**config.mk**
```make
export PLATFORM = sky130hd
export DESIGN_NAME = nd_index_linearizer_flat
export DESIGN_NICKNAME = d
export VERILOG_FILES = /design/src/ndl_pkg.sv /design/src/ndl_if.sv /design/src/ndl_cfg.sv /design/src/ndl_mul.sv /design/src/ndl_div_step.sv /design/src/ndl_odo.sv /design/src/nd_index_linearizer.sv /design/src/flat_wrapper.sv
export SDC_FILE = /design/constraint.sdc
export NUM_CORES = 2
export LEC_CHECK = 0
export ABC_CLOCK_PERIOD_IN_PS = 22700
export BUFFER_PORTS_ARGS = -buffer_cell sky130_fd_sc_hd__buf_2
export CAP_MARGIN = 20
export CORE_UTILIZATION = 33
export DETAILED_ROUTE_END_ITERATION = 10
export GPL_ROUTABILITY_DRIVEN = 0
export SLEW_MARGIN = 0
export SYNTH_ARGS = -nofsm -noshare
export SYNTH_HDL_FRONTEND = slang
export SYNTH_HIERARCHICAL = 1
export SYNTH_SLANG_ARGS = --single-unit
```
**constraint.sdc**
```tcl
create_clock -name clk -period 22.7 [get_ports clk]
set_input_delay 4.54 -clock clk [delete_from_list [all_inputs] [get_ports clk]]
set_output_delay 4.54 -clock clk [all_outputs]
set_load 0.05 [all_outputs]
```
**src/ndl_pkg.sv**
```systemverilog
`timescale 1ns / 1ps
// ----------------------------------------------------------------------------
// ndl_pkg: shared types and constants of the index linearizer
// Widths, operation and status codes, register indexes, and the end-position
// test used by the odometer and the report logic.
// ----------------------------------------------------------------------------
package ndl_pkg;

  // Array geometry
  localparam int MAX_AXES    = 4;
  localparam int AXIS_BITS   = 16;
  localparam int OFFSET_BITS = 32;

  // Port field widths
  localparam int FIELD_AXES = 4;
  localparam int OP_W       = 3;
  localparam int COORD_W    = 16;
  localparam int LOFF_W     = 32;
  localparam int OUT_OFF_W  = 32;
  localparam int STATUS_W   = 2;
  localparam int CFG_IDX_W  = 3;
  localparam int CFG_DATA_W = 16;
  localparam int COUNT_W    = 3;

  // Derived widths
  localparam int IDX_W  = (MAX_AXES > 1) ? $clog2(MAX_AXES) : 1;
  localparam int CNT_W  = $clog2(MAX_AXES + 1);
  localparam int SAT_W  = OFFSET_BITS + 1;
  localparam int PROD_W = OFFSET_BITS + AXIS_BITS;
  localparam int DSH_W  = OFFSET_BITS + AXIS_BITS - 1;
  localparam int J_W    = $clog2(AXIS_BITS);

  // Saturated value: anything at or above 2**OFFSET_BITS
  localparam logic [SAT_W-1:0] SAT_VAL = {1'b1, {OFFSET_BITS{1'b0}}};

  // Operation codes
  localparam logic [OP_W-1:0] OP_TO_OFFSET = 3'd0;
  localparam logic [OP_W-1:0] OP_TO_COORD  = 3'd1;
  localparam logic [OP_W-1:0] OP_BEGIN     = 3'd2;
  localparam logic [OP_W-1:0] OP_FWD       = 3'd3;
  localparam logic [OP_W-1:0] OP_BACK      = 3'd4;

  // Status codes
  localparam logic [STATUS_W-1:0] ST_OK     = 2'd0;
  localparam logic [STATUS_W-1:0] ST_RANGE  = 2'd1;
  localparam logic [STATUS_W-1:0] ST_END    = 2'd2;
  localparam logic [STATUS_W-1:0] ST_BEFORE = 2'd3;

  // Register indexes
  localparam logic [CFG_IDX_W-1:0] REG_AXIS_COUNT  = 3'd0;
  localparam logic [CFG_IDX_W-1:0] REG_AXIS_SIZE_0 = 3'd1;

  typedef logic [MAX_AXES-1:0][AXIS_BITS-1:0] pos_t;

  // Decoded view of the configuration registers
  typedef struct packed {
    logic [CNT_W-1:0]    n;
    logic [IDX_W-1:0]    last;
    logic [MAX_AXES-1:0] in_use;
    logic                any_zero;
    pos_t                size;
    pos_t                end_pos;
  } cfg_view_t;

  function automatic logic at_end(pos_t pos, cfg_view_t cv);
    logic hit;
    hit = 1'b1;
    for (int i = 0; i < MAX_AXES; i++) begin
      if (cv.in_use[i] && (pos[i] != cv.end_pos[i])) hit = 1'b0;
    end
    return hit;
  endfunction

endpackage

```
**src/ndl_if.sv**
```systemverilog
`timescale 1ns / 1ps
// ----------------------------------------------------------------------------
// ndl_if: channel interfaces of the index linearizer
// Input item channel, result channel and register write channel.
// ----------------------------------------------------------------------------
interface ndl_item_if import ndl_pkg::*; ();
  logic                valid;
  logic                ready;
  logic [OP_W-1:0]     op;
  logic [COORD_W-1:0]  coord_0;
  logic [COORD_W-1:0]  coord_1;
  logic [COORD_W-1:0]  coord_2;
  logic [COORD_W-1:0]  coord_3;
  logic [LOFF_W-1:0]   linear_offset;

  modport source (output valid, op, coord_0, coord_1, coord_2, coord_3, linear_offset,
                  input ready);
  modport sink   (input valid, op, coord_0, coord_1, coord_2, coord_3, linear_offset,
                  output ready);
endinterface

interface ndl_result_if import ndl_pkg::*; ();
  logic                 valid;
  logic                 ready;
  logic [OUT_OFF_W-1:0] out_offset;
  logic [COORD_W-1:0]   out_coord_0;
  logic [COORD_W-1:0]   out_coord_1;
  logic [COORD_W-1:0]   out_coord_2;
  logic [COORD_W-1:0]   out_coord_3;
  logic [STATUS_W-1:0]  status;

  modport source (output valid, out_offset, out_coord_0, out_coord_1, out_coord_2,
                  out_coord_3, status, input ready);
  modport sink   (input valid, out_offset, out_coord_0, out_coord_1, out_coord_2,
                  out_coord_3, status, output ready);
endinterface

interface ndl_cfg_if import ndl_pkg::*; ();
  logic                  valid;
  logic                  ready;
  logic [CFG_IDX_W-1:0]  index;
  logic [CFG_DATA_W-1:0] data;

  modport source (output valid, index, data, input ready);
  modport sink   (input valid, index, data, output ready);
endinterface

```
**src/ndl_cfg.sv**
```systemverilog
`timescale 1ns / 1ps
// ----------------------------------------------------------------------------
// ndl_cfg: configuration registers
// Holds axis count and sizes and decodes axes in use, end position and the
// empty-array flag.
// ----------------------------------------------------------------------------
module ndl_cfg import ndl_pkg::*; (
  input  logic      clk,
  input  logic      rst,
  ndl_cfg_if.sink   cfg,
  output cfg_view_t cv
);

  logic [COUNT_W-1:0] axis_count;
  pos_t               axis_size;

  assign cfg.ready = 1'b1;

  always_ff @(posedge clk) begin
    if (rst) begin
      axis_count <= COUNT_W'(1);
      for (int i = 0; i < MAX_AXES; i++) axis_size[i] <= AXIS_BITS'(1);
    end else if (cfg.valid) begin
      if (cfg.index == REG_AXIS_COUNT) axis_count <= cfg.data[COUNT_W-1:0];
      for (int i = 0; i < MAX_AXES; i++) begin
        if (int'(cfg.index) == int'(REG_AXIS_SIZE_0) + i) begin
          axis_size[i] <= AXIS_BITS'(cfg.data);
        end
      end
    end
  end

  always_comb begin
    cv = '0;
    if (axis_count == '0)               cv.n = CNT_W'(1);
    else if (int'(axis_count) > MAX_AXES) cv.n = CNT_W'(MAX_AXES);
    else                                cv.n = CNT_W'(axis_count);
    cv.last = IDX_W'(cv.n - CNT_W'(1));
    cv.size = axis_size;
    for (int i = 0; i < MAX_AXES; i++) begin
      cv.in_use[i] = (i < int'(cv.n));
      if (cv.in_use[i] && (axis_size[i] == '0)) cv.any_zero = 1'b1;
      if (IDX_W'(i) == cv.last)     cv.end_pos[i] = axis_size[i];
      else if (axis_size[i] != '0)  cv.end_pos[i] = axis_size[i] - AXIS_BITS'(1);
      else                          cv.end_pos[i] = '0;
    end
  end

endmodule

```
**src/ndl_mul.sv**
```systemverilog
`timescale 1ns / 1ps
// ----------------------------------------------------------------------------
// ndl_mul: shared saturating multiplier
// Multiplies a saturated stride operand by an axis value, clamping
// results at or above 2**OFFSET_BITS to the saturated value.
// ----------------------------------------------------------------------------
module ndl_mul import ndl_pkg::*; (
  input  logic [SAT_W-1:0]     a,
  input  logic [AXIS_BITS-1:0] b,
  output logic [SAT_W-1:0]     y
);

  logic [PROD_W-1:0] prod;

  assign prod = PROD_W'(a[OFFSET_BITS-1:0]) * PROD_W'(b);

  always_comb begin
    if (b == '0)                          y = '0;
    else if (a[OFFSET_BITS])              y = SAT_VAL;
    else if (prod[PROD_W-1:OFFSET_BITS] != '0) y = SAT_VAL;
    else                                  y = {1'b0, prod[OFFSET_BITS-1:0]};
  end

endmodule

```
**src/ndl_div_step.sv**
```systemverilog
`timescale 1ns / 1ps
// ----------------------------------------------------------------------------
// ndl_div_step: one restoring division step
// Compares the remainder with the shifted stride and subtracts on a hit.
// ----------------------------------------------------------------------------
module ndl_div_step import ndl_pkg::*; (
  input  logic [OFFSET_BITS-1:0] rest,
  input  logic [DSH_W-1:0]       dsh,
  input  logic                   big,
  output logic                   ge,
  output logic [OFFSET_BITS-1:0] rest_next
);

  assign ge        = !big && (DSH_W'(rest) >= dsh);
  assign rest_next = ge ? (rest - dsh[OFFSET_BITS-1:0]) : rest;

endmodule

```
**src/ndl_odo.sv**
```systemverilog
`timescale 1ns / 1ps
// ----------------------------------------------------------------------------
// ndl_odo: odometer position update
// Next stored position for begin, step forward and step back.
// ----------------------------------------------------------------------------
module ndl_odo import ndl_pkg::*; (
  input  cfg_view_t       cv,
  input  logic [OP_W-1:0] op,
  input  pos_t            pos,
  output pos_t            pos_next,
  output logic            underflow
);

  always_comb begin
    logic                 cy;
    logic                 bw;
    logic [AXIS_BITS-1:0] inc;
    pos_t                 t;
    pos_next  = pos;
    underflow = 1'b0;
    cy        = 1'b1;
    bw        = 1'b1;
    inc       = '0;
    t         = pos;
    case (op)
      OP_BEGIN: begin
        pos_next = '0;
        if (cv.any_zero) begin
          for (int i = 0; i < MAX_AXES; i++) if (cv.in_use[i]) pos_next[i] = cv.end_pos[i];
        end
      end
      OP_FWD: begin
        if (cv.any_zero || at_end(pos, cv)) begin
          for (int i = 0; i < MAX_AXES; i++) if (cv.in_use[i]) pos_next[i] = cv.end_pos[i];
        end else begin
          // ripple the carry outward from the innermost axis in use
          for (int a = MAX_AXES - 1; a >= 0; a--) begin
            if (cv.in_use[a] && cy) begin
              inc = pos_next[a] + AXIS_BITS'(1);
              if (inc == cv.size[a]) begin
                pos_next[a] = '0;
              end else begin
                pos_next[a] = inc;
                cy = 1'b0;
              end
            end
          end
          // a carry out of the outermost axis lands on the end position
          if (cy) begin
            for (int i = 0; i < MAX_AXES; i++) if (cv.in_use[i]) pos_next[i] = cv.end_pos[i];
          end
        end
      end
      OP_BACK: begin
        if (cv.any_zero) begin
          underflow = 1'b1;
        end else begin
          for (int a = MAX_AXES - 1; a >= 0; a--) begin
            if (cv.in_use[a] && bw) begin
              if (t[a] != '0) begin
                t[a] = t[a] - AXIS_BITS'(1);
                bw = 1'b0;
              end else begin
                t[a] = cv.size[a] - AXIS_BITS'(1);
              end
            end
          end
          if (bw) underflow = 1'b1;
          else    pos_next  = t;
        end
      end
      default: begin
        pos_next = pos;
      end
    endcase
  end

endmodule

```
**src/nd_index_linearizer.sv**
```systemverilog
`timescale 1ns / 1ps
// ----------------------------------------------------------------------------
// nd_index_linearizer: row-major index engine for up to four axes
// Offset from coordinates, coordinates from offset, and a stored odometer.
// ----------------------------------------------------------------------------
// One item is worked at a time; item.ready is high only while the sequencer
// is idle, and a finished result waits in the output register so the next
// item can transfer meanwhile. An offset request passes S_LIN_MUL and
// S_LIN_ACC for each axis in use (after S_UPD for an odometer request); a
// coordinate request runs S_STRIDE per axis, S_CHECK, then S_DIV_LOAD and
// S_DIV per axis, ending after S_CHECK when the offset is out of range.
// One shared saturating multiplier serves each stride and term, and the
// divider resolves one quotient bit per cycle for each axis. Register writes
// are taken in any cycle but must only be issued while the block is idle;
// they never move the stored position. There is no clearing pass after reset.
// ----------------------------------------------------------------------------
module nd_index_linearizer import ndl_pkg::*; (
  input  logic        clk,
  input  logic        rst,
  ndl_item_if.sink    item,
  ndl_result_if.source result,
  ndl_cfg_if.sink     cfg
);

  localparam int STATE_W = 4;
  localparam logic [STATE_W-1:0] S_IDLE     = 4'd0;
  localparam logic [STATE_W-1:0] S_UPD      = 4'd1;
  localparam logic [STATE_W-1:0] S_LIN_MUL  = 4'd2;
  localparam logic [STATE_W-1:0] S_LIN_ACC  = 4'd3;
  localparam logic [STATE_W-1:0] S_STRIDE   = 4'd4;
  localparam logic [STATE_W-1:0] S_CHECK    = 4'd5;
  localparam logic [STATE_W-1:0] S_DIV_LOAD = 4'd6;
  localparam logic [STATE_W-1:0] S_DIV      = 4'd7;
  localparam logic [STATE_W-1:0] S_DONE     = 4'd8;

  cfg_view_t cv;

  logic [STATE_W-1:0]     state;
  logic [OP_W-1:0]        op_r;
  logic [OFFSET_BITS-1:0] given_r;
  pos_t                   c_r;
  pos_t                   position;
  logic [IDX_W-1:0]       k;
  logic [SAT_W-1:0]       stride_r;
  logic [SAT_W-1:0]       prod_r;
  logic [SAT_W-1:0]       sum_r;
  logic                   bad_r;
  logic                   under_r;
  logic                   range_r;
  logic [SAT_W-1:0]       strd [MAX_AXES];
  logic [OFFSET_BITS-1:0] rest_r;
  logic [DSH_W-1:0]       dsh_r;
  logic                   dbig_r;
  logic [AXIS_BITS-1:0]   q_r;
  logic [J_W-1:0]         j;

  // output register
  logic                   res_valid;
  logic [OUT_OFF_W-1:0]   res_off;
  pos_t                   res_c;
  logic [STATUS_W-1:0]    res_status;

  logic [AXIS_BITS-1:0]   mul_b;
  logic [SAT_W-1:0]       mul_y;
  logic                   div_ge;
  logic [OFFSET_BITS-1:0] div_rest;
  logic [AXIS_BITS-1:0]   q_next;
  pos_t                   pos_next;
  pos_t                   pos_use;
  logic                   underflow;
  logic [SAT_W:0]         sum_add;
  logic [SAT_W-1:0]       sum_next;
  logic [FIELD_AXES-1:0][COORD_W-1:0] in_fields;
  logic [FIELD_AXES-1:0][COORD_W-1:0] out_fields;
  pos_t                   in_c;
  logic                   lin_bad;
  logic [OFFSET_BITS-1:0] done_off;
  logic [STATUS_W-1:0]    done_status;
  logic                   out_free;

  ndl_cfg u_cfg (
    .clk (clk),
    .rst (rst),
    .cfg (cfg),
    .cv  (cv)
  );

  // the multiplier takes a coordinate when forming a term, a size otherwise
  assign mul_b = (state == S_LIN_MUL) ? c_r[k] : cv.size[k];

  ndl_mul u_mul (
    .a (stride_r),
    .b (mul_b),
    .y (mul_y)
  );

  ndl_div_step u_div (
    .rest      (rest_r),
    .dsh       (dsh_r),
    .big       (dbig_r),
    .ge        (div_ge),
    .rest_next (div_rest)
  );

  ndl_odo u_odo (
    .cv        (cv),
    .op        (op_r),
    .pos       (position),
    .pos_next  (pos_next),
    .underflow (underflow)
  );

  assign q_next = {q_r[AXIS_BITS-2:0], div_ge};

  // saturating accumulate of the registered term
  assign sum_add  = {1'b0, sum_r} + {1'b0, prod_r};
  assign sum_next = (sum_add[SAT_W] | sum_add[SAT_W-1]) ? SAT_VAL : sum_add[SAT_W-1:0];

  assign in_fields = {item.coord_3, item.coord_2, item.coord_1, item.coord_0};

  // drop coordinates of axes not in use
  always_comb begin
    for (int i = 0; i < MAX_AXES; i++) begin
      if (cv.in_use[i] && (i < FIELD_AXES)) in_c[i] = AXIS_BITS'(in_fields[i % FIELD_AXES]);
      else                                  in_c[i] = '0;
      pos_use[i] = cv.in_use[i] ? pos_next[i] : '0;
    end
  end

  // result of the finished item
  assign lin_bad = bad_r | sum_r[OFFSET_BITS];

  always_comb begin
    done_off    = lin_bad ? '0 : sum_r[OFFSET_BITS-1:0];
    done_status = ST_OK;
    case (op_r)
      OP_TO_OFFSET: begin
        done_status = lin_bad ? ST_RANGE : ST_OK;
      end
      OP_TO_COORD: begin
        done_off    = given_r;
        done_status = range_r ? ST_RANGE : ST_OK;
      end
      default: begin
        if (under_r)                 done_status = ST_BEFORE;
        else if (lin_bad)            done_status = ST_RANGE;
        else if (at_end(position, cv)) done_status = ST_END;
        else                         done_status = ST_OK;
      end
    endcase
  end

  assign out_free   = !res_valid || result.ready;
  assign item.ready = (state == S_IDLE);

  always_ff @(posedge clk) begin
    if (rst) begin
      state     <= S_IDLE;
      res_valid <= 1'b0;
      position  <= '0;
    end else begin
      // in S_DONE the load below owns res_valid
      if (result.valid && result.ready && (state != S_DONE)) res_valid <= 1'b0;
      case (state)
        S_IDLE: begin
          if (item.valid) begin
            op_r     <= item.op;
            given_r  <= OFFSET_BITS'(item.linear_offset);
            c_r      <= (item.op == OP_TO_OFFSET) ? in_c : '0;
            stride_r <= SAT_W'(1);
            sum_r    <= '0;
            bad_r    <= 1'b0;
            under_r  <= 1'b0;
            range_r  <= 1'b0;
            k        <= cv.last;
            if (item.op == OP_TO_OFFSET)     state <= S_LIN_MUL;
            else if (item.op == OP_TO_COORD) state <= S_STRIDE;
            else                             state <= S_UPD;
          end
        end
        S_UPD: begin
          // advance the odometer, then report its offset
          position <= pos_next;
          c_r      <= pos_use;
          under_r  <= underflow;
          state    <= S_LIN_MUL;
        end
        S_LIN_MUL: begin
          prod_r <= mul_y;
          if (c_r[k] > cv.size[k]) bad_r <= 1'b1;
          state <= S_LIN_ACC;
        end
        S_LIN_ACC: begin
          sum_r    <= sum_next;
          stride_r <= mul_y;
          if (k == '0) begin
            state <= S_DONE;
          end else begin
            k     <= k - IDX_W'(1);
            state <= S_LIN_MUL;
          end
        end
        S_STRIDE: begin
          // hold each axis stride; the final product is the entry count
          strd[k]  <= stride_r;
          stride_r <= mul_y;
          if (k == '0) state <= S_CHECK;
          else         k <= k - IDX_W'(1);
        end
        S_CHECK: begin
          rest_r <= given_r;
          k      <= '0;
          if ({1'b0, given_r} >= stride_r) begin
            range_r <= 1'b1;
            state   <= S_DONE;
          end else begin
            state <= S_DIV_LOAD;
          end
        end
        S_DIV_LOAD: begin
          dbig_r <= strd[k][OFFSET_BITS];
          dsh_r  <= {strd[k][OFFSET_BITS-1:0], {(AXIS_BITS-1){1'b0}}};
          q_r    <= '0;
          j      <= J_W'(AXIS_BITS - 1);
          state  <= S_DIV;
        end
        S_DIV: begin
          rest_r <= div_rest;
          dsh_r  <= dsh_r >> 1;
          q_r    <= q_next;
          if (j == '0) begin
            c_r[k] <= q_next;
            if (k == cv.last) begin
              state <= S_DONE;
            end else begin
              k     <= k + IDX_W'(1);
              state <= S_DIV_LOAD;
            end
          end else begin
            j <= j - J_W'(1);
          end
        end
        S_DONE: begin
          // hold until the output register is free
          if (out_free) begin
            res_valid  <= 1'b1;
            res_off    <= OUT_OFF_W'(done_off);
            res_c      <= c_r;
            res_status <= done_status;
            state      <= S_IDLE;
          end
        end
        default: begin
          state <= S_IDLE;
        end
      endcase
    end
  end

  always_comb begin
    for (int i = 0; i < FIELD_AXES; i++) begin
      if (i < MAX_AXES) out_fields[i] = COORD_W'(res_c[i % MAX_AXES]);
      else              out_fields[i] = '0;
    end
  end

  assign result.valid       = res_valid;
  assign result.out_offset  = res_off;
  assign result.out_coord_0 = out_fields[0];
  assign result.out_coord_1 = out_fields[1];
  assign result.out_coord_2 = out_fields[2];
  assign result.out_coord_3 = out_fields[3];
  assign result.status      = res_status;

endmodule

```
**src/flat_wrapper.sv**
```systemverilog
// flat-port wrapper written by rule: the top's interface ports become plain ports
module nd_index_linearizer_flat import ndl_pkg::*;
  (clk, rst, item_valid, item_op, item_coord_0, item_coord_1, item_coord_2, item_coord_3, item_linear_offset, item_ready, result_valid, result_out_offset, result_out_coord_0, result_out_coord_1, result_out_coord_2, result_out_coord_3, result_status, result_ready, cfg_valid, cfg_index, cfg_data, cfg_ready);
  ndl_item_if item_i ();
  ndl_result_if result_i ();
  ndl_cfg_if cfg_i ();
  input  logic clk;
  input  logic rst;
  input wire logic [$bits(item_i.valid)-1:0] item_valid;
  input wire logic [$bits(item_i.op)-1:0] item_op;
  input wire logic [$bits(item_i.coord_0)-1:0] item_coord_0;
  input wire logic [$bits(item_i.coord_1)-1:0] item_coord_1;
  input wire logic [$bits(item_i.coord_2)-1:0] item_coord_2;
  input wire logic [$bits(item_i.coord_3)-1:0] item_coord_3;
  input wire logic [$bits(item_i.linear_offset)-1:0] item_linear_offset;
  output wire logic [$bits(item_i.ready)-1:0] item_ready;
  output wire logic [$bits(result_i.valid)-1:0] result_valid;
  output wire logic [$bits(result_i.out_offset)-1:0] result_out_offset;
  output wire logic [$bits(result_i.out_coord_0)-1:0] result_out_coord_0;
  output wire logic [$bits(result_i.out_coord_1)-1:0] result_out_coord_1;
  output wire logic [$bits(result_i.out_coord_2)-1:0] result_out_coord_2;
  output wire logic [$bits(result_i.out_coord_3)-1:0] result_out_coord_3;
  output wire logic [$bits(result_i.status)-1:0] result_status;
  input wire logic [$bits(result_i.ready)-1:0] result_ready;
  input wire logic [$bits(cfg_i.valid)-1:0] cfg_valid;
  input wire logic [$bits(cfg_i.index)-1:0] cfg_index;
  input wire logic [$bits(cfg_i.data)-1:0] cfg_data;
  output wire logic [$bits(cfg_i.ready)-1:0] cfg_ready;
  assign item_i.valid = item_valid;
  assign item_i.op = item_op;
  assign item_i.coord_0 = item_coord_0;
  assign item_i.coord_1 = item_coord_1;
  assign item_i.coord_2 = item_coord_2;
  assign item_i.coord_3 = item_coord_3;
  assign item_i.linear_offset = item_linear_offset;
  assign item_ready = item_i.ready;
  assign result_valid = result_i.valid;
  assign result_out_offset = result_i.out_offset;
  assign result_out_coord_0 = result_i.out_coord_0;
  assign result_out_coord_1 = result_i.out_coord_1;
  assign result_out_coord_2 = result_i.out_coord_2;
  assign result_out_coord_3 = result_i.out_coord_3;
  assign result_status = result_i.status;
  assign result_i.ready = result_ready;
  assign cfg_i.valid = cfg_valid;
  assign cfg_i.index = cfg_index;
  assign cfg_i.data = cfg_data;
  assign cfg_ready = cfg_i.ready;
  nd_index_linearizer u_core (.clk(clk), .rst(rst), .item(item_i), .result(result_i), .cfg(cfg_i));
endmodule
```
==> results.json <==
{
  "status": "complete, but fails checks",
  "violations": "DRC",
  "port_buffers": 222,
  "ioPinCount": 224,
  "end_kind": "flip-flop",
  "cts_buffer_depth": 3,
  "initialDrtViolationCount": 6905,
  "placeableCoreArea_um2": 185800,
  "finalWirelength_mm": 232.4,
  "rows": 158,
  "busiest_layer": "met2",
  "worstPathRequired_ps": 23240,
  "die-area_um2": 189400,
  "cts_root_buffer": "clkbuf_16",
  "min_period_ps": 9689,
  "place_ws_ps": 13200,
  "clock_latency_ps": 690,
  "min_period_over_period_pct": 42.68,
  "drc": 1,
  "grt_pass1_wl_mm": 345.4,
  "path_clk_slew_ps": 70,
  "use_met3_pct": 6.090,
  "grt_usage_pct": 23.88,
  "use_met1_pct": 30.63,
  "cts_made_buffers": 76,
  "rsz0062_at_grt": "false",
  "grt_max_degree": 101,
  "rr_worst_depth": 27,
  "vias": 54480,
  "clock.fmax_mhz": 103.2,
  "power.leakage_nw": 26.71,
  "firstDrtPassIters": 11,
  "slew_violations": 0,
  "crit_arrival_ps": 10230,
  "synth_warnings": 6,
  "rrSetupSlack_ps": 13010,
  "drt-vias-per-instance": 5.772,
  "crit_end": "u_core/stride_r[15]",
  "cts_max_level": 3,
  "timing.rr.start": "u_core/state[1]",
  "syn_inst": 6918,
  "cts_resized": 0,
  "start_util_pct": 33.33,
  "final.setup_skew_ps": 34.27,
  "finalSetupTns_ps": 0,
  "critPathLaunch": "u_core/state[1]",
  "finalSetupViolCount": 0,
  "synth_area_um2": 61930,
  "drtAntennaViolNets": 0,
  "hold_buffers": 0,
  "cts.sinks": 670,
  "drv_cap": 0,
  "grt_overflow": 0,
  "timing.rr.end": "u_core/stride_r[15]",
  "postSynthAreaPerCell_um2": 8.952,
  "crit_type": "flip-flop to flip-flop",
  "power.density_nw_per_um2": 112.2,
  "hold_viol_final": 0,
  "cts_tree": "done",
  "irDropWorstVdd_v": 0.0001469,
  "grt_antenna_before_repair": 14,
  "die_w_um": 435.2,
  "hold_path_class": "flip-flop to flip-flop",
  "path_max_fanout": 33,
  "worst_pin_slew_ps": 1266,
  "setup_ws_ps": 13010,
  "final_nets": 7688,
  "met2_usage_pct": 35.99,
  "wl_per_cell_um": 24.63,
  "slew_headroom_pct": 15.60,
  "syn2layout_area_growth_pct": 9.679,
  "post-dp-hpwl_mm": 170.9,
  "grt_pass1_vias": 53090,
  "die_h_um": 435.2,
  "cts_setup_buffers": 0,
  "final.fill_count": 18830,
  "startpoint_type": "flip-flop",
  "drive_gt1_share_pct": 10.46
}
==> area by class of cell <==
class / count / area, um2 / area share (%)
Tap cell: 2480 / 3103 / 4.568
Antenna cell: 7 / 17.52 / 0.02579
Sequential cell: 670 / 18740 / 27.59
Timing Repair Buffer: 337 / 1984 / 2.921
Multi-Input combinational cell: 5198 / 39300 / 57.85
Inverter: 608 / 2282 / 3.360
Clock buffer: 91 / 2022 / 2.977
Clock inverter: 46 / 480.5 / 0.7073
==> flip-flops by register name, indices dropped and copies added (netlist names), 32 cells and up, named ones only <==
register,flops
u_core/c_r,64
u_core/dsh_r,47
u_core/given_r,32
u_core/position,64
u_core/prod_r,33
u_core/rest_r,32
u_core/result.out_offset,32
u_core/strd,132
u_core/stride_r,33
u_core/sum_r,33
u_core/u_cfg/cv,64
==> layer usage <==
layer / wire length, um / vias up
met5: 77 / -
met4: 15730 / 12
met3: 25940 / 626
met2: 100800 / 3187
met1: 89910 / 26800
li1: - / 23850
==> placed cells by master (no fill, tap or decap), types with 49 or more instances in the layout <==
master / n
nor3_1: 103
buf_4: 114
nor4_1: 75
nor2b_1: 65
xor2_1: 146
nand2_1: 1241
nand4_1: 105
clkbuf_16: 79
and2_1: 343
xnor2_1: 188
nor2_1: 318
ha_1: 254
mux2i_1: 109
nand3_1: 96
dfxtp_1: 136
mux4_2: 65
edfxtp_1: 532
a21o_1: 71
buf_2: 221
fa_1: 420
o21ai_0: 319
a21oi_1: 399
inv_1: 605
a31oi_1: 49
==> per-stage QoR <==
stage | hold slack (ps) | utilization (%) | total power [mW] | instance area (um2) | cells
finish | 488.3 | 36.55 | 7.621 | 67930 | 9437
global placement | 465.6 | 35.18 | 6.207 | 65380 | 9290
global route | 515.5 | 36.55 | 8.117 | 67920 | 9433
CTS | 488.6 | 36.53 | 7.522 | 67880 | 9427
floorplan | 444.0 | - | 4.967 | 61940 | 6919
detailed placement | 472.5 | 35.18 | 6.212 | 65380 | 9290
==> where the power goes <==
part           leakage (nW)  switching (mW)  total, mW  internal (mW)
Clock                  1.21           0.546       1.27          0.722
Combinational          19.5            3.12       4.73           1.62
Sequential             6.02           0.174       1.62           1.44
==> critical path, cell delays in order, from the launching register on <==
cell and delay (ps):
dfxtp_1 670, nand2b_1 300, nor3_2 160, buf_4 410, nand2_1 140, o21ai_2 90, buf_4 420, nand2_1 150
fa_1 570, inv_1 60, fa_1 480, fa_1 650, fa_1 460, fa_1 500, inv_1 50, fa_1 520
inv_1 70, ha_1 420, a21oi_1 300, o21a_1 210, nor3_1 70, or3_1 340, or4_1 480, nor4_1 290
o211a_1 250, nand4b_4 650, a2111oi_2 600, nor2b_1 180
==> how the worst min path moves through the flow <==
stage | start | end | depth (start not counted)
6_report | u_core/c_r[42] | u_core/result.out_coord_2[10] | 0
5_1_grt | u_core/c_r[42] | u_core/result.out_coord_2[10] | 0
4_1_cts | u_core/c_r[42] | u_core/result.out_coord_2[10] | 0
3_5_place_dp | u_core/c_r[42] | u_core/result.out_coord_2[10] | 0
3_3_place_gp | u_core/c_r[10] | u_core/result.out_coord_0[10] | 0
2_1_floorplan | u_core/c_r[26] | u_core/result.out_coord_1[10] | 0
Note: power is estimated with default switching activity, not from simulation.
